==> src/stereo_peak_clip_meter_top_defines.svh <==
// ---------------------------------------------------------------------------
// stereo peak clip meter assertion macros
// shared concurrent assertion shorthands, sampled on clock, off in reset
// ---------------------------------------------------------------------------
`ifndef STEREO_PEAK_CLIP_METER_TOP_DEFINES_SVH
`define STEREO_PEAK_CLIP_METER_TOP_DEFINES_SVH

// same-cycle implication
`define SPCM_ASSERT_NOW(label, ante, cons, msg) \
   label: assert property (@(posedge clock) disable iff (reset) (ante) |-> (cons)) \
      else $error(msg);

// next-cycle implication
`define SPCM_ASSERT_NEXT(label, ante, cons, msg) \
   label: assert property (@(posedge clock) disable iff (reset) (ante) |=> (cons)) \
      else $error(msg);

`endif

==> src/spcm_pkg.sv <==
// ---------------------------------------------------------------------------
// spcm_pkg
// types and constants shared by the stereo peak clip meter
// ---------------------------------------------------------------------------
`default_nettype none

package spcm_pkg;

   localparam int KIND_W   = 3;
   localparam int SAMPLE_W = 16;
   localparam int PEAK_W   = 17;
   localparam int HOLD_W   = 17;
   localparam int SEQ_W    = 32;
   localparam int OUT_CNT_W = 32;

   localparam logic [SAMPLE_W-1:0] RAIL_HIGH = 16'h7FFF;
   localparam logic [SAMPLE_W-1:0] RAIL_LOW  = 16'h8000;
   localparam logic [PEAK_W-1:0]   MAG_BASE  = 17'h10000;

   typedef enum logic [KIND_W-1:0] {
      KIND_FRAME      = 3'd0,
      KIND_PERIOD_END = 3'd1,
      KIND_UNDERRUN   = 3'd2,
      KIND_OVERRUN    = 3'd3,
      KIND_PROD_ARM   = 3'd4,
      KIND_PROD_TICK  = 3'd5,
      KIND_READ       = 3'd6,
      KIND_CLEAR      = 3'd7
   } kind_type;

   // decoded request, every strobe already qualified by the handshake
   typedef struct packed {
      logic frame;
      logic period_end;
      logic underrun;
      logic overrun;
      logic prod_arm;
      logic prod_tick;
      logic read;
      logic clear;
      logic dir;
      logic hold_reset;
   } ctl_type;

endpackage

`default_nettype wire

==> src/spcm_if.sv <==
// ---------------------------------------------------------------------------
// spcm request and response channels
// valid/ready channels carrying one meter request or one snapshot
// ---------------------------------------------------------------------------
`default_nettype none

interface spcm_req_if;
   import spcm_pkg::*;

   logic                       valid;
   logic                       ready;
   logic [KIND_W-1:0]          kind;
   logic                       direction;
   logic signed [SAMPLE_W-1:0] left_sample;
   logic signed [SAMPLE_W-1:0] right_sample;
   logic [SEQ_W-1:0]           prod_sequence;
   logic                       hold_reset;

   modport source (output valid, kind, direction, left_sample, right_sample,
                   prod_sequence, hold_reset, input ready);
   modport sink   (input valid, kind, direction, left_sample, right_sample,
                   prod_sequence, hold_reset, output ready);
endinterface

interface spcm_rsp_if;
   import spcm_pkg::*;

   logic                 valid;
   logic                 ready;
   logic                 snap_direction;
   logic [HOLD_W-1:0]    peak_hold_left;
   logic [HOLD_W-1:0]    peak_hold_right;
   logic [OUT_CNT_W-1:0] clip_regions;
   logic [OUT_CNT_W-1:0] underruns;
   logic [OUT_CNT_W-1:0] overruns;

   modport source (output valid, snap_direction, peak_hold_left, peak_hold_right,
                   clip_regions, underruns, overruns, input ready);
   modport sink   (input valid, snap_direction, peak_hold_left, peak_hold_right,
                   clip_regions, underruns, overruns, output ready);
endinterface

`default_nettype wire

==> src/spcm_lane.sv <==
// ---------------------------------------------------------------------------
// spcm_lane
// one audio channel: magnitude, rail detect, period peak and peak hold
// ---------------------------------------------------------------------------
`default_nettype none

module spcm_lane (
   input  wire                               clock,
   input  wire                               reset,
   input  spcm_pkg::ctl_type                 ctl,
   input  wire                               restart,
   input  wire  signed [spcm_pkg::SAMPLE_W-1:0] sample,
   output logic                              at_rail,
   output logic [spcm_pkg::HOLD_W-1:0]       hold_out
);
   import spcm_pkg::*;

   logic [PEAK_W-1:0] peak_ff [2];
   logic [PEAK_W-1:0] peak_in [2];
   logic [HOLD_W-1:0] hold_ff [2];
   logic [HOLD_W-1:0] hold_in [2];
   logic [PEAK_W-1:0] mag;
   logic [HOLD_W-1:0] dbl;

   // |sample| needs 17 bits for the negative rail
   always_comb begin
      if (sample[SAMPLE_W-1]) begin
         mag = MAG_BASE - {1'b0, sample};
      end else begin
         mag = {1'b0, sample};
      end
      at_rail = (sample == RAIL_HIGH) || (sample == RAIL_LOW);
   end

   // peak never exceeds 32768, so the doubled value fits in 17 bits
   assign dbl = {peak_ff[ctl.dir][PEAK_W-2:0], 1'b0};

   always_comb begin
      peak_in = peak_ff;
      hold_in = hold_ff;
      if (ctl.clear) begin
         peak_in[0] = '0;
         peak_in[1] = '0;
         hold_in[0] = '0;
         hold_in[1] = '0;
      end else if (ctl.frame) begin
         if (mag > peak_ff[ctl.dir]) begin
            peak_in[ctl.dir] = mag;
         end
      end else if (ctl.period_end) begin
         if (restart || (dbl > hold_ff[ctl.dir])) begin
            hold_in[ctl.dir] = dbl;
         end
         peak_in[ctl.dir] = '0;
      end
   end

   always_ff @(posedge clock) begin
      if (reset) begin
         peak_ff[0] <= '0;
         peak_ff[1] <= '0;
         hold_ff[0] <= '0;
         hold_ff[1] <= '0;
      end else begin
         peak_ff <= peak_in;
         hold_ff <= hold_in;
      end
   end

   assign hold_out = hold_ff[ctl.dir];

endmodule

`default_nettype wire

==> src/spcm_merge.sv <==
// ---------------------------------------------------------------------------
// spcm_merge
// combines lane rail flags into clip regions; event and stall counters
// ---------------------------------------------------------------------------
`default_nettype none

`include "stereo_peak_clip_meter_top_defines.svh"

module spcm_merge #(
   parameter int COUNTER_WIDTH = 32
) (
   input  wire                            clock,
   input  wire                            reset,
   input  spcm_pkg::ctl_type              ctl,
   input  wire                            rail_left,
   input  wire                            rail_right,
   input  wire  [spcm_pkg::SEQ_W-1:0]     seq,
   output logic                           restart,
   output logic [COUNTER_WIDTH-1:0]       clip_out,
   output logic [COUNTER_WIDTH-1:0]       underrun_out,
   output logic [COUNTER_WIDTH-1:0]       overrun_out
);
   import spcm_pkg::*;

   localparam logic [COUNTER_WIDTH-1:0] CNT_MAX = '1;

   logic                     run_open_ff [2];
   logic                     run_open_in [2];
   logic [COUNTER_WIDTH-1:0] region_ff [2];
   logic [COUNTER_WIDTH-1:0] region_in [2];
   logic [COUNTER_WIDTH-1:0] clip_ff [2];
   logic [COUNTER_WIDTH-1:0] clip_in [2];
   logic                     pending_ff [2];
   logic                     pending_in [2];
   logic [COUNTER_WIDTH-1:0] underrun_ff, underrun_in;
   logic [COUNTER_WIDTH-1:0] overrun_ff, overrun_in;
   logic                     armed_ff, armed_in;
   logic [SEQ_W-1:0]         arm_seq_ff, arm_seq_in;
   logic [SEQ_W-1:0]         last_seq_ff, last_seq_in;
   logic [COUNTER_WIDTH:0]   clip_sum;
   logic                     any_rail;
   logic                     stall_hit;

   assign any_rail  = rail_left || rail_right;
   assign clip_sum  = {1'b0, clip_ff[ctl.dir]} + {1'b0, region_ff[ctl.dir]};
   assign stall_hit = ctl.prod_tick && armed_ff && (seq == last_seq_ff);

   always_comb begin
      run_open_in = run_open_ff;
      region_in   = region_ff;
      clip_in     = clip_ff;
      pending_in  = pending_ff;
      underrun_in = underrun_ff;
      overrun_in  = overrun_ff;
      armed_in    = armed_ff;
      arm_seq_in  = arm_seq_ff;
      last_seq_in = last_seq_ff;
      if (ctl.clear) begin
         for (int i = 0; i < 2; i++) begin
            run_open_in[i] = 1'b0;
            region_in[i]   = '0;
            clip_in[i]     = '0;
            pending_in[i]  = 1'b0;
         end
         underrun_in = '0;
         overrun_in  = '0;
         armed_in    = 1'b0;
         arm_seq_in  = '0;
         last_seq_in = '0;
      end else begin
         if (ctl.frame) begin
            if (any_rail) begin
               if (!run_open_ff[ctl.dir]) begin
                  run_open_in[ctl.dir] = 1'b1;
                  if (region_ff[ctl.dir] != CNT_MAX) begin
                     region_in[ctl.dir] = region_ff[ctl.dir] + 1'b1;
                  end
               end
            end else begin
               run_open_in[ctl.dir] = 1'b0;
            end
         end
         if (ctl.period_end) begin
            clip_in[ctl.dir]    = clip_sum[COUNTER_WIDTH] ? CNT_MAX
                                                          : clip_sum[COUNTER_WIDTH-1:0];
            region_in[ctl.dir]  = '0;
            pending_in[ctl.dir] = 1'b0;
         end
         if (ctl.read && ctl.hold_reset) begin
            pending_in[ctl.dir] = 1'b1;
         end
         if ((ctl.underrun || stall_hit) && (underrun_ff != CNT_MAX)) begin
            underrun_in = underrun_ff + 1'b1;
         end
         if (ctl.overrun && (overrun_ff != CNT_MAX)) begin
            overrun_in = overrun_ff + 1'b1;
         end
         if (ctl.prod_arm) begin
            armed_in    = 1'b0;
            arm_seq_in  = seq;
            last_seq_in = seq;
         end
         if (ctl.prod_tick) begin
            if (armed_ff) begin
               last_seq_in = seq;
            end else if (seq != arm_seq_ff) begin
               armed_in    = 1'b1;
               last_seq_in = seq;
            end
         end
      end
   end

   always_ff @(posedge clock) begin
      if (reset) begin
         for (int i = 0; i < 2; i++) begin
            run_open_ff[i] <= 1'b0;
            region_ff[i]   <= '0;
            clip_ff[i]     <= '0;
            pending_ff[i]  <= 1'b0;
         end
         underrun_ff <= '0;
         overrun_ff  <= '0;
         armed_ff    <= 1'b0;
         arm_seq_ff  <= '0;
         last_seq_ff <= '0;
      end else begin
         run_open_ff <= run_open_in;
         region_ff   <= region_in;
         clip_ff     <= clip_in;
         pending_ff  <= pending_in;
         underrun_ff <= underrun_in;
         overrun_ff  <= overrun_in;
         armed_ff    <= armed_in;
         arm_seq_ff  <= arm_seq_in;
         last_seq_ff <= last_seq_in;
      end
   end

   assign restart      = pending_ff[ctl.dir];
   assign clip_out     = clip_ff[ctl.dir];
   assign underrun_out = underrun_ff;
   assign overrun_out  = overrun_ff;

   `SPCM_ASSERT_NEXT(a_underrun_monotonic, !ctl.clear, underrun_ff >= $past(underrun_ff), "underrun count dropped without clear")
   `SPCM_ASSERT_NOW(a_armed_from_tick, $rose(armed_ff), $past(ctl.prod_tick), "stall detector armed without a tick")
   `SPCM_ASSERT_NEXT(a_clear_disarms, ctl.clear, !armed_ff && (underrun_ff == '0), "clear left detector state")

endmodule

`default_nettype wire

==> src/stereo_peak_clip_meter_top.sv <==
// ---------------------------------------------------------------------------
// stereo_peak_clip_meter_top
// stereo peak and clip meter for output and capture directions
// ---------------------------------------------------------------------------
//  channel | dir | handshake          | carries
//  req     | in  | valid/ready        | kind, direction, samples, seq, hold_reset
//  rsp     | out | valid/ready        | snapshot of holds and counters (read only)
//
//  one request per cycle while req ready is high; every request updates state at its accept edge
//  a read request's snapshot is loaded into the response register at its accept edge
//  req ready drops only while a snapshot waits and rsp ready is low
//  synchronous reset clears all meter state and empties the response register
// ---------------------------------------------------------------------------
`default_nettype none

`include "stereo_peak_clip_meter_top_defines.svh"

module stereo_peak_clip_meter_top #(
   parameter int COUNTER_WIDTH = 32
) (
   input  wire        clock,
   input  wire        reset,
   spcm_req_if.sink   req_chan,
   spcm_rsp_if.source rsp_chan
);
   import spcm_pkg::*;

   ctl_type                  ctl;
   logic                     req_fire;
   logic                     rail_left, rail_right;
   logic                     restart;
   logic [HOLD_W-1:0]        hold_left, hold_right;
   logic [COUNTER_WIDTH-1:0] clip_cnt, underrun_cnt, overrun_cnt;

   // response register, valid is control state, payload needs no reset
   logic                 rsp_valid_ff, rsp_valid_in;
   logic                 snap_dir_ff;
   logic [HOLD_W-1:0]    hold_left_ff, hold_right_ff;
   logic [OUT_CNT_W-1:0] clip_ff, underrun_ff, overrun_ff;

   // take a request whenever the response slot is free or being drained
   assign req_chan.ready = !rsp_valid_ff || rsp_chan.ready;
   assign req_fire       = req_chan.valid && req_chan.ready;

   // decode the request kind into qualified strobes for the lanes and merge
   always_comb begin
      ctl            = '0;
      ctl.dir        = req_chan.direction;
      ctl.hold_reset = req_chan.hold_reset;
      if (req_fire) begin
         unique case (kind_type'(req_chan.kind))
            KIND_FRAME:      ctl.frame      = 1'b1;
            KIND_PERIOD_END: ctl.period_end = 1'b1;
            KIND_UNDERRUN:   ctl.underrun   = 1'b1;
            KIND_OVERRUN:    ctl.overrun    = 1'b1;
            KIND_PROD_ARM:   ctl.prod_arm   = 1'b1;
            KIND_PROD_TICK:  ctl.prod_tick  = 1'b1;
            KIND_READ:       ctl.read       = 1'b1;
            KIND_CLEAR:      ctl.clear      = 1'b1;
         endcase
      end
   end

   // left and right lanes run side by side on the two samples of a frame
   spcm_lane u_lane_left (
      .clock    (clock),
      .reset    (reset),
      .ctl      (ctl),
      .restart  (restart),
      .sample   (req_chan.left_sample),
      .at_rail  (rail_left),
      .hold_out (hold_left)
   );

   spcm_lane u_lane_right (
      .clock    (clock),
      .reset    (reset),
      .ctl      (ctl),
      .restart  (restart),
      .sample   (req_chan.right_sample),
      .at_rail  (rail_right),
      .hold_out (hold_right)
   );

   // merge: either lane at the rail makes a clip frame; counters and stall detect
   spcm_merge #(
      .COUNTER_WIDTH (COUNTER_WIDTH)
   ) u_merge (
      .clock        (clock),
      .reset        (reset),
      .ctl          (ctl),
      .rail_left    (rail_left),
      .rail_right   (rail_right),
      .seq          (req_chan.prod_sequence),
      .restart      (restart),
      .clip_out     (clip_cnt),
      .underrun_out (underrun_cnt),
      .overrun_out  (overrun_cnt)
   );

   // response valid: load on read, drop when drained with no new read
   always_comb begin
      rsp_valid_in = rsp_valid_ff;
      if (ctl.read) begin
         rsp_valid_in = 1'b1;
      end else if (rsp_chan.ready) begin
         rsp_valid_in = 1'b0;
      end
   end

   always_ff @(posedge clock) begin
      if (reset) begin
         rsp_valid_ff <= 1'b0;
      end else begin
         rsp_valid_ff <= rsp_valid_in;
      end
   end

   // snapshot is taken from state before this request's own update
   always_ff @(posedge clock) begin
      if (ctl.read) begin
         snap_dir_ff   <= ctl.dir;
         hold_left_ff  <= hold_left;
         hold_right_ff <= hold_right;
         clip_ff       <= OUT_CNT_W'(clip_cnt);
         underrun_ff   <= ctl.dir ? '0 : OUT_CNT_W'(underrun_cnt);
         overrun_ff    <= ctl.dir ? OUT_CNT_W'(overrun_cnt) : '0;
      end
   end

   assign rsp_chan.valid           = rsp_valid_ff;
   assign rsp_chan.snap_direction  = snap_dir_ff;
   assign rsp_chan.peak_hold_left  = hold_left_ff;
   assign rsp_chan.peak_hold_right = hold_right_ff;
   assign rsp_chan.clip_regions    = clip_ff;
   assign rsp_chan.underruns       = underrun_ff;
   assign rsp_chan.overruns        = overrun_ff;

   `SPCM_ASSERT_NEXT(a_read_gives_rsp, ctl.read, rsp_valid_ff, "read gave no response")
   `SPCM_ASSERT_NEXT(a_drain_empties, !ctl.read && rsp_chan.ready, !rsp_valid_ff, "stale rsp")
   `SPCM_ASSERT_NOW(a_free_slot_ready, !rsp_valid_ff, req_chan.ready, "stall with empty slot")

endmodule

`default_nettype wire
==> src/flat_wrapper.sv <==
// flat-port wrapper written by rule: the top's interface ports become plain ports
module stereo_peak_clip_meter_top_flat import spcm_pkg::*;
#(
   parameter int COUNTER_WIDTH = 32
)
  (clock, reset, req_chan_valid, req_chan_kind, req_chan_direction, req_chan_left_sample, req_chan_right_sample, req_chan_prod_sequence, req_chan_hold_reset, req_chan_ready, rsp_chan_valid, rsp_chan_snap_direction, rsp_chan_peak_hold_left, rsp_chan_peak_hold_right, rsp_chan_clip_regions, rsp_chan_underruns, rsp_chan_overruns, rsp_chan_ready);
  spcm_req_if req_chan_i ();
  spcm_rsp_if rsp_chan_i ();
  input  wire clock;
  input  wire reset;
  input wire logic [$bits(req_chan_i.valid)-1:0] req_chan_valid;
  input wire logic [$bits(req_chan_i.kind)-1:0] req_chan_kind;
  input wire logic [$bits(req_chan_i.direction)-1:0] req_chan_direction;
  input wire logic [$bits(req_chan_i.left_sample)-1:0] req_chan_left_sample;
  input wire logic [$bits(req_chan_i.right_sample)-1:0] req_chan_right_sample;
  input wire logic [$bits(req_chan_i.prod_sequence)-1:0] req_chan_prod_sequence;
  input wire logic [$bits(req_chan_i.hold_reset)-1:0] req_chan_hold_reset;
  output wire logic [$bits(req_chan_i.ready)-1:0] req_chan_ready;
  output wire logic [$bits(rsp_chan_i.valid)-1:0] rsp_chan_valid;
  output wire logic [$bits(rsp_chan_i.snap_direction)-1:0] rsp_chan_snap_direction;
  output wire logic [$bits(rsp_chan_i.peak_hold_left)-1:0] rsp_chan_peak_hold_left;
  output wire logic [$bits(rsp_chan_i.peak_hold_right)-1:0] rsp_chan_peak_hold_right;
  output wire logic [$bits(rsp_chan_i.clip_regions)-1:0] rsp_chan_clip_regions;
  output wire logic [$bits(rsp_chan_i.underruns)-1:0] rsp_chan_underruns;
  output wire logic [$bits(rsp_chan_i.overruns)-1:0] rsp_chan_overruns;
  input wire logic [$bits(rsp_chan_i.ready)-1:0] rsp_chan_ready;
  assign req_chan_i.valid = req_chan_valid;
  assign req_chan_i.kind = req_chan_kind;
  assign req_chan_i.direction = req_chan_direction;
  assign req_chan_i.left_sample = req_chan_left_sample;
  assign req_chan_i.right_sample = req_chan_right_sample;
  assign req_chan_i.prod_sequence = req_chan_prod_sequence;
  assign req_chan_i.hold_reset = req_chan_hold_reset;
  assign req_chan_ready = req_chan_i.ready;
  assign rsp_chan_valid = rsp_chan_i.valid;
  assign rsp_chan_snap_direction = rsp_chan_i.snap_direction;
  assign rsp_chan_peak_hold_left = rsp_chan_i.peak_hold_left;
  assign rsp_chan_peak_hold_right = rsp_chan_i.peak_hold_right;
  assign rsp_chan_clip_regions = rsp_chan_i.clip_regions;
  assign rsp_chan_underruns = rsp_chan_i.underruns;
  assign rsp_chan_overruns = rsp_chan_i.overruns;
  assign rsp_chan_i.ready = rsp_chan_ready;
  stereo_peak_clip_meter_top #(.COUNTER_WIDTH(COUNTER_WIDTH)) u_core (.clock(clock), .reset(reset), .req_chan(req_chan_i), .rsp_chan(rsp_chan_i));
endmodule
==> config.mk <==
export PLATFORM = sky130hd
export DESIGN_NAME = stereo_peak_clip_meter_top_flat
export DESIGN_NICKNAME = d
export VERILOG_FILES = /design/src/spcm_pkg.sv /design/src/spcm_if.sv /design/src/spcm_lane.sv /design/src/spcm_merge.sv /design/src/stereo_peak_clip_meter_top.sv /design/src/flat_wrapper.sv
export VERILOG_INCLUDE_DIRS = /design/src /design/src/src
export SDC_FILE = /design/constraint.sdc
export NUM_CORES = 1
export LEC_CHECK = 0
export BUFFER_PORTS_ARGS = -buffer_cell sky130_fd_sc_hd__buf_2
export CAP_MARGIN = 20
export CORE_ASPECT_RATIO = 0.5
export CORE_UTILIZATION = 40
export DETAILED_ROUTE_END_ITERATION = 10
export GPL_ROUTABILITY_DRIVEN = 0
export PLACE_DENSITY = 0.56
export SLEW_MARGIN = 15
export SYNTH_ARGS = -nofsm -noshare
export SYNTH_HDL_FRONTEND = slang
export SYNTH_HIERARCHICAL = 1
export SYNTH_SLANG_ARGS = --single-unit
==> constraint.sdc <==
create_clock -name clock -period 7.5 [get_ports clock]
set_clock_uncertainty 0.05 [all_clocks]
set_input_delay 1.5 -clock clock [delete_from_list [all_inputs] [get_ports clock]]
set_output_delay 1.5 -clock clock [all_outputs]
set_load 0.05 [all_outputs]
==> results.txt, run 1 <==
----------------------------------------------------
[Critical path]
  Maximum fanout along the worst path ... 109
  Kind of end point of the critical path ... flip-flop
  Critical Path Start Type ... input port
  Critical Setup Path Class ... input port to flip-flop
  CP Data Required Time ... between 7 and 8 ns
  Endpoint arrival time on the critical path ... between 5 and 6 ns

[Power and ir drop]
  Power Internal ... roughly 4600 uW
  Switching power share of the total ... roughly 23%
  Highest ir drop seen on vdd ... between 0.1 and 0.15 mV
  Pwr per Cell Area ... approximately 200 nW/um2
  Relative contribution of sequential cells to total power ... between 40% and 50%
  Pleak ... 0.0123 uW
  Clk pwr share ... a little under half
  Psw ... around 1400 uW
  Part of the total power dissipated in combinational logic ... 5.7%

[Die]
  Overall die area ... about 66000 um2
  Placement Rows ... 65
  Boundary Pins ... between 200 and 250
  Initial core utilization ... between 40% and 50%
  Die W ... about 360 um
  Die Y-Extent ... 182 um
  Core area ... ~64000 um2

[Detailed routing]
  DR vias ... 19500
  Detailed-routing iteration count for the pre-antenna-repair pass ... 6
  Average wire per cell in the routed design ... about 17 um
  Aggregate routed wire length ... ~63000 um
  DRC Markers ... 0
  DR vias/cell ... around 5.2
  Antenna-violating nets left ... 0
  Iteration-0 DRC Markers ... roughly 1200

[Clock tree]
  Clock-pin slew on the worst setup and hold paths ... approximately 0.06 ns
  Post-CTS sizing ... 0
  Post-CTS setup buffers ... 0
  Max clock buf depth ... 3
  Cts hold-fix bufs ... 0
  TritonCTS Buffers ... 51
  Library cell used as clock root buffer ... sky130_fd_sc_hd__clkbuf_16
  Source-to-sink clock delay at the later pin of the worst-skew pair ... about 0.6 ns
  TritonCTS Sinks ... about 530
  TritonCTS clock tree ... yes
  Number of H-tree levels ... 2

[Placement]
  Number of buffer cells added on primary ports ... slightly above 200
  Placement Setup Slack ... about 1.7 ns
  Half-perimeter wire length after placement ... approximately 44000 um

[Yosys]
  Top_reg_cell synth ... sky130_fd_sc_hd__dfxtp_1
  Cells after synthesis ... 2708
  Mean area per synthesized cell ... between 9 and 10 um2
  Synthesized flop and latch total ... approximately 530
  Number of flops mapped to enable cells by yosys ... roughly 130
  Cell area after technology mapping ... between 20000 and 30000 um2
  Sequential share of the synthesized area ... between 40% and 50%
  Fraction of registers with async set/reset ... 0%
  Cell variety after synth ... 86
  Syn. warnings ... 6

[Cells and area]
  Final Net Count ... a little over 3000
  Layout area overhead ... 13.8%
  Antenna diode instance count ... 0
  Ratio of cells with drive above 1 in the final layout ... 14.8%

[Timing]
  Final critical-path required period ... 5.22 ns
  Part of the cycle the worst path needs ... between 60% and 70%
  Tightest slew margin relative to the limit ... between 15 and 20%
  Actual slew at the worst max-slew pin ... around 1.2 ns
  Setup Total Neg Slack ... 0 ns
  Max Fclk ... 192 MHz
  RSZ-0062 raised after global routing ... no
  Pins Over Slew Limit ... 0
  Setup Viol. Count Final ... 0
  Final Hold Vio Count ... 0
  Worst-case setup margin in the final layout ... about 2.3 ns

[Global route]
  Total congestion overflow ... 0
  Pin count of the biggest net entering global routing ... 110
  Number of global-route vias before repair ... 18400
  Global-route usage over all layers ... about a fifth
  Global-route wire length before repair ... around 100000 um
  Number of antenna violations at the first check in global routing ... 1

[Job]
  Max_cap viols ... 0

[Status]
  Run status ... finished, final reports clean

[Min path]
  Class of the worst hold path ... flip-flop to flip-flop

----------------------------------------------------
==> power by group through the flow <==
stage	logic (uW)	clock network, uW	registers (uW)
after floorplan	221	0	2990
final	345	2770	2920
after detailed placement	346	0	2980
after CTS	348	2860	2920
after global placement	343	0	2980
after global routing	379	2990	2920
==> critical path, cell delays in order <==
cell                       delay [ns]
sky130_fd_sc_hd__buf_8           0.52
sky130_fd_sc_hd__buf_4           0.66
sky130_fd_sc_hd__mux2i_1         0.50
sky130_fd_sc_hd__inv_1           0.09
sky130_fd_sc_hd__ha_1            0.31
sky130_fd_sc_hd__nand4_1         0.15
sky130_fd_sc_hd__nor4_1          0.32
sky130_fd_sc_hd__a221oi_1        0.21
sky130_fd_sc_hd__a211oi_4        0.63
sky130_fd_sc_hd__buf_4           0.35
sky130_fd_sc_hd__nor2_1          0.06
sky130_fd_sc_hd__a211oi_1        0.21
==> Yosys cell counts (8+ instances only) <==
| library cell | n | area (um2) |
|---|---|---|
| sky130_fd_sc_hd__o21ai_0 | 120 | 601 |
| sky130_fd_sc_hd__buf_2 | 18 | 90.1 |
| sky130_fd_sc_hd__nand3b_1 | 12 | 90.1 |
| sky130_fd_sc_hd__nor3_1 | 23 | 115 |
| sky130_fd_sc_hd__o31ai_1 | 15 | 113 |
| sky130_fd_sc_hd__clkbuf_1 | 79 | 297 |
| sky130_fd_sc_hd__nor4_1 | 19 | 119 |
| sky130_fd_sc_hd__mux2i_1 | 212 | 2120 |
| sky130_fd_sc_hd__nor2b_1 | 49 | 307 |
| sky130_fd_sc_hd__nand2b_1 | 16 | 100 |
| sky130_fd_sc_hd__nor2_1 | 297 | 1110 |
| sky130_fd_sc_hd__nand2_1 | 287 | 1080 |
| sky130_fd_sc_hd__a211oi_1 | 64 | 480 |
| sky130_fd_sc_hd__a21o_1 | 8 | 60.1 |
| sky130_fd_sc_hd__or3_1 | 22 | 138 |
| sky130_fd_sc_hd__mux2_2 | 56 | 631 |
| sky130_fd_sc_hd__and3_1 | 20 | 125 |
| sky130_fd_sc_hd__nand4_1 | 58 | 363 |
| sky130_fd_sc_hd__xnor2_1 | 104 | 911 |
| sky130_fd_sc_hd__dfxtp_1 | 394 | 7890 |
| sky130_fd_sc_hd__nand3_1 | 88 | 440 |
| sky130_fd_sc_hd__buf_6 | 10 | 113 |
| sky130_fd_sc_hd__a21oi_1 | 100 | 500 |
| sky130_fd_sc_hd__and2_1 | 47 | 294 |
| sky130_fd_sc_hd__inv_1 | 89 | 334 |
| sky130_fd_sc_hd__xor2_1 | 100 | 876 |
| sky130_fd_sc_hd__buf_1 | 13 | 48.8 |
| sky130_fd_sc_hd__ha_1 | 105 | 1310 |
| sky130_fd_sc_hd__edfxtp_1 | 131 | 3930 |
==> metal layers <==
layer / up-vias / part of all wire (%) / global-route usage, %
met1: 9235 / 49 / 26.9
li1: 9827 / - / -
met5: - / 0 / 0
met4: 0 / 1.4 / 3.51
met3: 61 / 4.4 / 2.81
met2: 372 / 45 / 29.7
==> stage by stage <==
step / utilization, % / instance area, um2 / power (uW) / hold slack (ns) / cells
floorplan: - / 26000 / 3210 / 0.370 / 2710
global placement: 43.6 / 27800 / 3320 / 0.379 / 3679
detailed placement: 43.7 / 27800 / 3330 / 0.389 / 3680
CTS: 46.5 / 29600 / 6120 / 0.403 / 3776
global route: 46.5 / 29600 / 6280 / 0.424 / 3777
finish: 46.5 / 29600 / 6030 / 0.398 / 3777
==> placed cells by master (no fill, tap or decap), types with 8 or more instances in the layout <==
master                      count
sky130_fd_sc_hd__a211oi_1      64
sky130_fd_sc_hd__a21o_1         8
sky130_fd_sc_hd__a21oi_1       97
sky130_fd_sc_hd__and2_1        47
sky130_fd_sc_hd__and3_1        20
sky130_fd_sc_hd__buf_2        204
sky130_fd_sc_hd__buf_4         23
sky130_fd_sc_hd__bufinv_16      8
sky130_fd_sc_hd__clkbuf_16     54
sky130_fd_sc_hd__clkinv_2      14
sky130_fd_sc_hd__dfxtp_1      394
sky130_fd_sc_hd__edfxtp_1     131
sky130_fd_sc_hd__ha_1         105
sky130_fd_sc_hd__inv_1         89
sky130_fd_sc_hd__mux2_2        56
sky130_fd_sc_hd__mux2i_1      212
sky130_fd_sc_hd__nand2_1      287
sky130_fd_sc_hd__nand2b_1      16
sky130_fd_sc_hd__nand3_1       88
sky130_fd_sc_hd__nand3b_1      12
sky130_fd_sc_hd__nand4_1       58
sky130_fd_sc_hd__nor2_1       294
sky130_fd_sc_hd__nor2b_1       49
sky130_fd_sc_hd__nor3_1        22
sky130_fd_sc_hd__nor4_1        19
sky130_fd_sc_hd__o21ai_0      120
sky130_fd_sc_hd__o31ai_1       15
sky130_fd_sc_hd__or3_1         22
sky130_fd_sc_hd__xnor2_1      104
sky130_fd_sc_hd__xor2_1       100
==> cell type report <==
cell class,instances,area [um2]
Clock inverter,38,422
Inverter,90,338
Clock buffer,58,1390
Fill cell,6147,34100
Multi-Input combinational cell,1966,13300
Sequential cell,525,11800
Tap cell,871,1090
Timing Repair Buffer,229,1240
==> final timing paths <==
kind                                            from                                           to  slack (ns)  depth (start not counted)
max                               req_chan_direction  u_core/u_lane_right/hold_ff[8]$_SDFFE_PP0P_        2.28                         12
min          u_core/u_merge/clip_ff[54]$_SDFFE_PP0P_      u_core/u_merge/clip_ff[54]$_SDFFE_PP0P_        0.40                          2
max reg2reg       u_core/rsp_chan.valid$_SDFFE_PP0P_      u_core/u_merge/region_ff[61]$_SDFF_PP0_        3.54                          8
min reg2reg  u_core/u_merge/clip_ff[54]$_SDFFE_PP0P_      u_core/u_merge/clip_ff[54]$_SDFFE_PP0P_        0.40                          2
==> state kept, by name, summed over array words and instances (netlist names), 2 cells and up, named ones only <==
name                             flops
u_core/u_merge/arm_seq_ff           32
u_core/rsp_chan.clip_regions        32
u_core/rsp_chan.peak_hold_left      17
u_core/u_lane_left/hold_ff          32
u_core/rsp_chan.underruns           32
u_core/u_merge/overrun_out          32
u_core/u_merge/clip_ff              64
u_core/u_lane_left/peak_ff          34
u_core/u_lane_right/hold_ff         32
u_core/rsp_chan.overruns            32
u_core/rsp_chan.peak_hold_right     17
u_core/u_merge/region_ff            64
u_core/u_merge/last_seq_ff          32
u_core/u_merge/underrun_out         32
u_core/u_lane_right/peak_ff         34
u_core/u_merge/pending_ff            2
==> cells by family (layout without fill, tap and decap cells) <==
group	after synthesis	count (layout)	synth area share [%]
flops	525	525	45.4
other cells	2	4	0.0288
mux	269	269	10.6
compound gates	389	389	9.63
fa+ha+maj	106	106	5.12
buf+inv	219	415	3.68
simple gates	994	994	18.6
xor+xnor	204	204	6.86
Power figures use the tool's default switching activity.
==> inputs of run 2 (changes only) <==
==> constraint.sdc (replaced) <==
create_clock -name clock -period 5.5 [get_ports clock]
set_clock_uncertainty 0.05 [all_clocks]
set_input_delay 1.1 -clock clock [delete_from_list [all_inputs] [get_ports clock]]
set_output_delay 1.1 -clock clock [all_outputs]
set_load 0.05 [all_outputs]
==> results.txt, run 2 (synthesized netlist as in run 1, its figures left out) <==
----------------------------------------------------
[Critical path]
  Startpoint of the most critical setup path ... req_chan_left_sample[6] (was req_chan_direction)
  Endpoint arrival time on the critical path ... 5.07 ns (was 5.66 ns)
  Crit-path cells ... buf_2, or4_4, or3_4, o41ai_4, xnor2_1, ha_1, nand4_1, nor4_1, nand4_1, a31oi_1, buf_4, mux2i_1 (was buf_8, buf_4, mux2i_1, inv_1, ha_1, nand4_1, nor4_1, a221oi_1, a211oi_4, buf_4, nor2_1, a211oi_1)
  Kind of end point of the critical path ... flip-flop (unchanged)
  CP Data Required Time ... 5.95 ns (was 7.94 ns)
  Cell type group with the largest total delay on the critical path ... simple AND/OR/NAND/NOR gates (was buffers and inverters)
  WP buf/inv ... 2 (was 4)
  Slowest-stage cell, CP ... sky130_fd_sc_hd__a31oi_1 (was sky130_fd_sc_hd__buf_4)
  Reg-to-Reg Start ... u_core/rsp_chan.valid$_SDFFE_PP0P_ (unchanged)
  Maximum fanout along the worst path ... 8 (was 109)
  Path length in cells of the critical path ... 12 (unchanged)
  Reg-to-reg critical path endpoint ... u_core/u_lane_left/hold_ff[32]$_SDFFE_PP0P_ (was u_core/u_merge/region_ff[61]$_SDFF_PP0_)
  Cells on worst reg2reg path ... 8 (unchanged)
  Critical Path Start Type ... input port (unchanged)
  Critical Setup Path Class ... input port to flip-flop (unchanged)
  CP most frequent cell ... sky130_fd_sc_hd__nand4_1 (was sky130_fd_sc_hd__buf_4)
  Crit path largest cell delay ... 0.81 ns (was 0.66 ns)
  Worst setup endpoint ... u_core/u_lane_left/peak_ff[17]$_SDFFE_PP0P_ (was u_core/u_lane_right/hold_ff[8]$_SDFFE_PP0P_)
  Reg2Reg Setup Slack ... 1.73 ns (was 3.54 ns)

[Clock tree]
  Number of H-tree levels ... 2 (unchanged)
  Post-CTS setup buffers ... 0 (unchanged)
  TritonCTS clock tree ... yes (unchanged)
  Library cell used as clock root buffer ... sky130_fd_sc_hd__clkbuf_16 (unchanged)
  TritonCTS Buffers ... 49 (was 51)
  Post-CTS sizing ... 0 (unchanged)
  Source-to-sink clock delay at the later pin of the worst-skew pair ... 0.59 ns (was 0.60 ns)
  Cts hold-fix bufs ... 0 (unchanged)
  Max clock buf depth ... 3 (unchanged)
  TritonCTS Sinks ... 525 (unchanged)
  Clock-pin slew on the worst setup and hold paths ... 0.07 ns (was 0.06 ns)

[Detailed routing]
  Antenna-violating nets left ... 0 (unchanged)
  DRC Markers ... 0 (unchanged)
  DR vias/cell ... 5.15 (was 5.16)
  Detailed-routing iteration count for the pre-antenna-repair pass ... 7 (was 6)
  Aggregate routed wire length ... 63200 um (was 62900 um)
  DR vias ... 19600 (was 19500)
  Average wire per cell in the routed design ... 16.6 um (was 16.7 um)
  Iteration-0 DRC Markers ... 1318 (was 1237)

[Power and ir drop]
  Part of the total power dissipated in combinational logic ... 6.0% (was 5.7%)
  Clk pwr share ... 43.2% (was 45.9%)
  Power Internal ... 5980 uW (was 4640 uW)
  Pwr per Cell Area ... 265 nW/um2 (was 204 nW/um2)
  Psw ... 1850 uW (was 1390 uW)
  Relative contribution of sequential cells to total power ... 50.8% (was 48.4%)
  Pleak ... 0.0123 uW (about the same)
  Highest ir drop seen on vdd ... 0.155 mV (was 0.127 mV)
  Switching power share of the total ... 23.7% (was 23.1%)

[Cells and area]
  Final Net Count ... 3064 (was 3042)
  Storage element area ... 11800 um2 (unchanged)
  Most frequent cells in the layout ... sky130_fd_sc_hd__dfxtp_1 (394), sky130_fd_sc_hd__nor2_1 (294), sky130_fd_sc_hd__nand2_1 (287), sky130_fd_sc_hd__mux2i_1 (212), sky130_fd_sc_hd__buf_2 (204) (unchanged)
  Number of standard cells in the layout, taps in and fillers out ... 3798 (was 3777)
  Leading cell type in the layout, fill and taps excluded ... sky130_fd_sc_hd__dfxtp_1 (unchanged)
  Filler cell count ... 6115 (was 6147)
  Ratio of cells with drive above 1 in the final layout ... 15.0% (was 14.8%)
  Area of combinational cells with multiple inputs ... 13300 um2 (unchanged)
  Fin area ... 29600 um2 (about the same)
  Biggest regs ... u_core/u_merge/clip_ff (64), u_core/u_merge/region_ff (64) (unchanged)
  Layout area overhead ... 13.7% (was 13.8%)

[Timing]
  Final-layout worst hold slack ... 0.398 ns (about the same)
  Final critical-path required period ... approximately 4.6 ns
  Actual slew at the worst max-slew pin ... 1.06 ns (was 1.21 ns)
  Final Hold Vio Count ... 0 (unchanged)
  Part of the cycle the worst path needs ... around 84%
  Setup Total Neg Slack ... 0 ns (unchanged)
  Pins Over Slew Limit ... 0 (unchanged)
  RSZ-0062 raised after global routing ... no (unchanged)
  Tightest slew margin relative to the limit ... 28.8% (was 19.6%)
  Max Fclk ... 217 MHz
  Setup Viol. Count Final ... 0 (unchanged)

[Job]
  Max_cap viols ... 0 (unchanged)

[Global route]
  Number of antenna violations at the first check in global routing ... 1 (unchanged)
  Total congestion overflow ... 0 (unchanged)
  Number of global-route vias before repair ... 18400 (about the same)
  Global-route wire length before repair ... 101000 um (was 100000 um)
  Global-route usage over all layers ... 18.8% (was 18.7%)
  Pin count of the biggest net entering global routing ... 89 (was 110)

[Die]
  Placement Rows ... 65 (unchanged)
  Die Y-Extent ... 182 um (unchanged)
  Die W ... 363 um (unchanged)
  Overall die area ... 66200 um2 (unchanged)
  Boundary Pins ... 206 (unchanged)
  Core area ... 63700 um2 (unchanged)
  Initial core utilization ... 40.9% (unchanged)

[Min path]
  Class of the worst hold path ... flip-flop to flip-flop (unchanged)
  Launch point of the worst hold path ... u_core/u_merge/clip_ff[37]$_SDFFE_PP0P_ (was u_core/u_merge/clip_ff[54]$_SDFFE_PP0P_)

[Placement]
  Placed inst area ... 28000 um2 (was 27800 um2)
  Number of buffer cells added on primary ports ... 205 (unchanged)
  Half-perimeter wire length after placement ... 44100 um (was 43800 um)
  Cell total after placement ... 3703 (was 3680)

[Status]
  Run status ... finished, final reports clean (unchanged)

----------------------------------------------------
-- run 2: cell types whose count changed in the layout (fill, tap and decap cells not counted) --
cell,before,now
sky130_fd_sc_hd__clkinv_1,5,9
sky130_fd_sc_hd__clkinv_8,1,2
sky130_fd_sc_hd__diode_2,0,2
sky130_fd_sc_hd__buf_8,1,2
sky130_fd_sc_hd__clkbuf_8,2,1
sky130_fd_sc_hd__clkinvlp_4,7,2
sky130_fd_sc_hd__bufinv_16,8,4
sky130_fd_sc_hd__clkbuf_16,54,49
sky130_fd_sc_hd__clkinv_4,1,2
sky130_fd_sc_hd__clkbuf_1,2,9
sky130_fd_sc_hd__buf_12,0,3
sky130_fd_sc_hd__buf_4,23,43
sky130_fd_sc_hd__clkinv_2,14,12
sky130_fd_sc_hd__inv_4,1,0
-- run 2: layout make-up --
class	instances	area share, %
antenna	2	0.0169
tap	871	3.68
timing repair buffer	253	4.94
sequential	525	39.9
clock inverter	32	0.972
clock buffer	59	4.30
inverter	90	1.14
multi-input combinational	1966	45.0
-- run 2: routing by layer --
metal  vias up  GRT usage, %  routed length (um)
li1       9880             -                   -
met1      9297          27.4               32100
met2       305          29.4               27800
met3        68          2.58                2310
met4         0          3.85                1050
met5         -             0                   0
-- run 2: metrics by stage --
step | setup WS (ns) | utilization [%] | power [uW]
6_report | 0.885 | 46.5 | 7830
5_1_grt | 0.647 | 46.5 | 8160
4_1_cts | 0.966 | 46.4 | 7960
3_5_place_dp | 0.340 | 44.0 | 4540
3_3_place_gp | 0.494 | 44.0 | 4530
2_1_floorplan | 0.186 | - | 4380
-- run 2: worst min-delay path by stage --
| stage | end | slack, ns | cells past startpoint |
|---|---|---|---|
| after global routing | u_core/u_merge/clip_ff[17]$_SDFFE_PP0P_ | 0.42 | 2 |
| final | u_core/u_merge/clip_ff[37]$_SDFFE_PP0P_ | 0.40 | 2 |
| after CTS | u_core/u_merge/clip_ff[14]$_SDFFE_PP0P_ | 0.40 | 2 |
| after detailed placement | u_core/u_merge/clip_ff[14]$_SDFFE_PP0P_ | 0.39 | 2 |
| after floorplan | u_core/u_merge/clip_ff[0]$_SDFFE_PP0P_ | 0.37 | 2 |
| after global placement | u_core/u_merge/clip_ff[23]$_SDFFE_PP0P_ | 0.38 | 2 |
-- run 2: worst reg2reg max path, stage by stage (launching register included) --
cell                       delay [ns]
sky130_fd_sc_hd__dfxtp_1         0.32
sky130_fd_sc_hd__nor2b_1         0.80
sky130_fd_sc_hd__nor4b_4         0.29
sky130_fd_sc_hd__nor3b_1         0.74
sky130_fd_sc_hd__o21ai_0         0.25
sky130_fd_sc_hd__a21oi_2         0.63
sky130_fd_sc_hd__buf_4           0.35
sky130_fd_sc_hd__nor2_1          0.06
sky130_fd_sc_hd__a211oi_1        0.20
-- run 2: power groups by stage --
| stage | combinational (uW) | sequential (uW) | clock, uW |
|---|---|---|---|
| after global routing | 522 | 3980 | 3660 |
| after floorplan | 301 | 4080 | 0 |
| after detailed placement | 473 | 4060 | 0 |
| final | 473 | 3980 | 3380 |
| after global placement | 468 | 4060 | 0 |
| after CTS | 475 | 3980 | 3510 |
==> inputs of run 3 (changes only) <==
==> constraint.sdc (replaced) <==
create_clock -name clock -period 4.6 [get_ports clock]
set_clock_uncertainty 0.05 [all_clocks]
set_input_delay 0.92 -clock clock [delete_from_list [all_inputs] [get_ports clock]]
set_output_delay 0.92 -clock clock [all_outputs]
set_load 0.05 [all_outputs]
==> results.txt, run 3 (synthesized netlist as in run 1, its figures left out) <==
----------------------------------------------------
[Power and ir drop]
  Part of the total power dissipated in combinational logic ... 5.9% (was 6.0%)
  Relative contribution of sequential cells to total power ... 48.9% (was 50.8%)
  Clk pwr share ... 45.1% (was 43.2%)
  Power Internal ... 7500 uW (was 5980 uW)
  Pleak ... 0.0126 uW (was 0.0123 uW)
  Switching power share of the total ... 22.8% (was 23.7%)
  Highest ir drop seen on vdd ... 0.241 mV (was 0.155 mV)
  Pwr per Cell Area ... 323 nW/um2 (was 265 nW/um2)
  Psw ... 2220 uW (was 1850 uW)

[Die]
  Core area ... 63700 um2 (unchanged)
  Die Y-Extent ... 182 um (unchanged)
  Overall die area ... 66200 um2 (unchanged)
  Die W ... 363 um (unchanged)
  Placement Rows ... 65 (unchanged)
  Boundary Pins ... 206 (unchanged)
  Initial core utilization ... 40.9% (unchanged)

[Clock tree]
  Max clock buf depth ... 3 (unchanged)
  Post-CTS sizing ... 0 (unchanged)
  TritonCTS clock tree ... yes (unchanged)
  TritonCTS Buffers ... 51 (was 49)
  TritonCTS Sinks ... 525 (unchanged)
  Cts hold-fix bufs ... 0 (unchanged)
  Source-to-sink clock delay at the later pin of the worst-skew pair ... 0.58 ns (was 0.59 ns)
  Clock-pin slew on the worst setup and hold paths ... 0.06 ns (was 0.07 ns)
  Post-CTS setup buffers ... 0 (unchanged)
  Number of H-tree levels ... 2 (unchanged)
  Library cell used as clock root buffer ... sky130_fd_sc_hd__clkbuf_16 (unchanged)

[Timing]
  RSZ-0062 raised after global routing ... no (unchanged)
  Tightest slew margin relative to the limit ... 32.1% (was 28.8%)
  Pins Over Slew Limit ... 0 (unchanged)
  Max Fclk ... 250 MHz
  Setup Viol. Count Final ... 0 (unchanged)
  Setup Total Neg Slack ... 0 ns (unchanged)
  Final-layout worst hold slack ... 0.399 ns (was 0.398 ns)
  Actual slew at the worst max-slew pin ... 1.02 ns (was 1.06 ns)
  Final Hold Vio Count ... 0 (unchanged)
  Final critical-path required period ... roughly 4 ns
  Part of the cycle the worst path needs ... a little under 90%

[Job]
  Max_cap viols ... 0 (unchanged)

[Cells and area]
  Most frequent cells in the layout ... sky130_fd_sc_hd__dfxtp_1 (394), sky130_fd_sc_hd__nor2_1 (294), sky130_fd_sc_hd__nand2_1 (287), sky130_fd_sc_hd__mux2i_1 (212), sky130_fd_sc_hd__buf_2 (204) (unchanged)
  Layout area overhead ... 15.6% (was 13.7%)
  Leading cell type in the layout, fill and taps excluded ... sky130_fd_sc_hd__dfxtp_1 (unchanged)
  Ratio of cells with drive above 1 in the final layout ... 16.5% (was 15.0%)
  Biggest regs ... u_core/u_merge/clip_ff (64), u_core/u_merge/region_ff (64) (unchanged)
  Final Net Count ... 3105 (was 3064)

[Critical path]
  Maximum fanout along the worst path ... 10 (was 8)
  Cells on worst reg2reg path ... 12 (was 8)
  Reg2Reg Setup Slack ... 1.29 ns (was 1.73 ns)
  Critical Path Start Type ... input port (unchanged)
  Kind of end point of the critical path ... flip-flop (unchanged)
  Critical Setup Path Class ... input port to flip-flop (unchanged)
  Endpoint arrival time on the critical path ... 4.41 ns (was 5.07 ns)
  Reg-to-Reg Start ... u_core/u_merge/region_ff[0]$_SDFF_PP0_ (was u_core/rsp_chan.valid$_SDFFE_PP0P_)
  Reg-to-reg critical path endpoint ... u_core/u_merge/clip_ff[41]$_SDFFE_PP0P_ (was u_core/u_lane_left/hold_ff[32]$_SDFFE_PP0P_)
  CP Data Required Time ... 5.01 ns (was 5.95 ns)

[Placement]
  Number of buffer cells added on primary ports ... 205 (unchanged)
  Half-perimeter wire length after placement ... 44400 um (was 44100 um)

[Min path]
  Class of the worst hold path ... flip-flop to flip-flop (unchanged)
  Instance count along the most critical hold path ... 2 (unchanged)
  Terminating pin of the worst hold path ... u_core/u_merge/clip_ff[8]$_SDFFE_PP0P_ (was u_core/u_merge/clip_ff[37]$_SDFFE_PP0P_)
  Launch point of the worst hold path ... u_core/u_merge/clip_ff[8]$_SDFFE_PP0P_ (was u_core/u_merge/clip_ff[37]$_SDFFE_PP0P_)

[Global route]
  Total congestion overflow ... 0 (unchanged)
  Number of global-route vias before repair ... 18800 (was 18400)
  Global-route usage over all layers ... 18.7% (was 18.8%)
  Number of antenna violations at the first check in global routing ... 1 (unchanged)
  Global-route wire length before repair ... 101000 um (about the same)
  Pin count of the biggest net entering global routing ... 132 (was 89)

[Detailed routing]
  DR vias/cell ... 5.10 (was 5.15)
  Aggregate routed wire length ... 62500 um (was 63200 um)
  Iteration-0 DRC Markers ... 1049 (was 1318)
  DRC Markers ... 0 (unchanged)
  DR vias ... 19600 (about the same)
  Average wire per cell in the routed design ... 16.3 um (was 16.6 um)
  Antenna-violating nets left ... 0 (unchanged)
  Detailed-routing iteration count for the pre-antenna-repair pass ... 5 (was 7)

[Status]
  Run status ... finished, final reports clean (unchanged)

----------------------------------------------------
-- run 3: worst max-delay path, cell delays in order --
cell	delay (ns)
sky130_fd_sc_hd__buf_2	0.10
sky130_fd_sc_hd__or4_4	0.53
sky130_fd_sc_hd__or3_4	0.38
sky130_fd_sc_hd__o41ai_4	0.30
sky130_fd_sc_hd__xnor2_1	0.17
sky130_fd_sc_hd__ha_1	0.33
sky130_fd_sc_hd__nand4_1	0.12
sky130_fd_sc_hd__nor4_1	0.38
sky130_fd_sc_hd__a21bo_2	0.27
sky130_fd_sc_hd__nand4_1	0.12
sky130_fd_sc_hd__nand4_2	0.31
sky130_fd_sc_hd__buf_4	0.33
sky130_fd_sc_hd__mux2i_1	0.14
-- run 3: worst max-delay path by stage --
stage / from / to / slack [ns] / cells past startpoint
after global routing: req_chan_right_sample[6] / u_core/u_lane_right/peak_ff[3]$_SDFFE_PP0P_ / 0.44 / 13
after global placement: req_chan_right_sample[6] / u_core/u_lane_right/peak_ff[4]$_SDFFE_PP0P_ / 0.14 / 13
after CTS: req_chan_right_sample[6] / u_core/u_lane_right/peak_ff[6]$_SDFFE_PP0P_ / 0.65 / 13
final: req_chan_right_sample[6] / u_core/u_lane_right/peak_ff[1]$_SDFFE_PP0P_ / 0.60 / 13
after detailed placement: req_chan_right_sample[6] / u_core/u_lane_right/peak_ff[6]$_SDFFE_PP0P_ / 0.03 / 13
after floorplan: req_chan_direction / u_core/u_merge/clip_ff[62]$_SDFFE_PP0P_ / 0.01 / 18
-- run 3: per-stage QoR --
stage	power (uW)	cell area [um2]	std cells	util (%)	setup slack, ns
after floorplan	5240	26100	2710	-	0.0137
after global placement	5430	28400	3744	44.5	0.140
after detailed placement	5440	28400	3744	44.5	0.0285
after CTS	9870	30100	3839	47.3	0.649
after global routing	10100	30100	3839	47.3	0.437
final	9720	30100	3840	47.3	0.604
-- run 3: cell type report --
| type | instances | area (um2) |
|---|---|---|
| tap | 871 | 1090 |
| antenna | 1 | 2.50 |
| fill | 6118 | 33600 |
| timing repair buffer | 292 | 1780 |
| inverter | 90 | 338 |
| multi-input combinational | 1966 | 13300 |
| sequential | 525 | 11800 |
| clock buffer | 74 | 1510 |
| clock inverter | 21 | 243 |
-- run 3: layer usage --
| metal | vias up | part of all wire, % | GRT usage, % |
|---|---|---|---|
| li1 | 9941 | - | - |
| met1 | 9302 | 49 | 26.1 |
| met2 | 293 | 46 | 30.8 |
| met3 | 67 | 3.4 | 2.67 |
| met4 | 0 | 1.4 | 3.71 |
| met5 | - | 0 | 0 |
-- run 3: power by group through the flow --
stage	clock network [uW]	logic [uW]	registers, uW
2_1_floorplan	0	362	4880
3_3_place_gp	0	576	4860
3_5_place_dp	0	580	4860
4_1_cts	4530	582	4750
5_1_grt	4720	635	4750
6_report	4390	576	4760
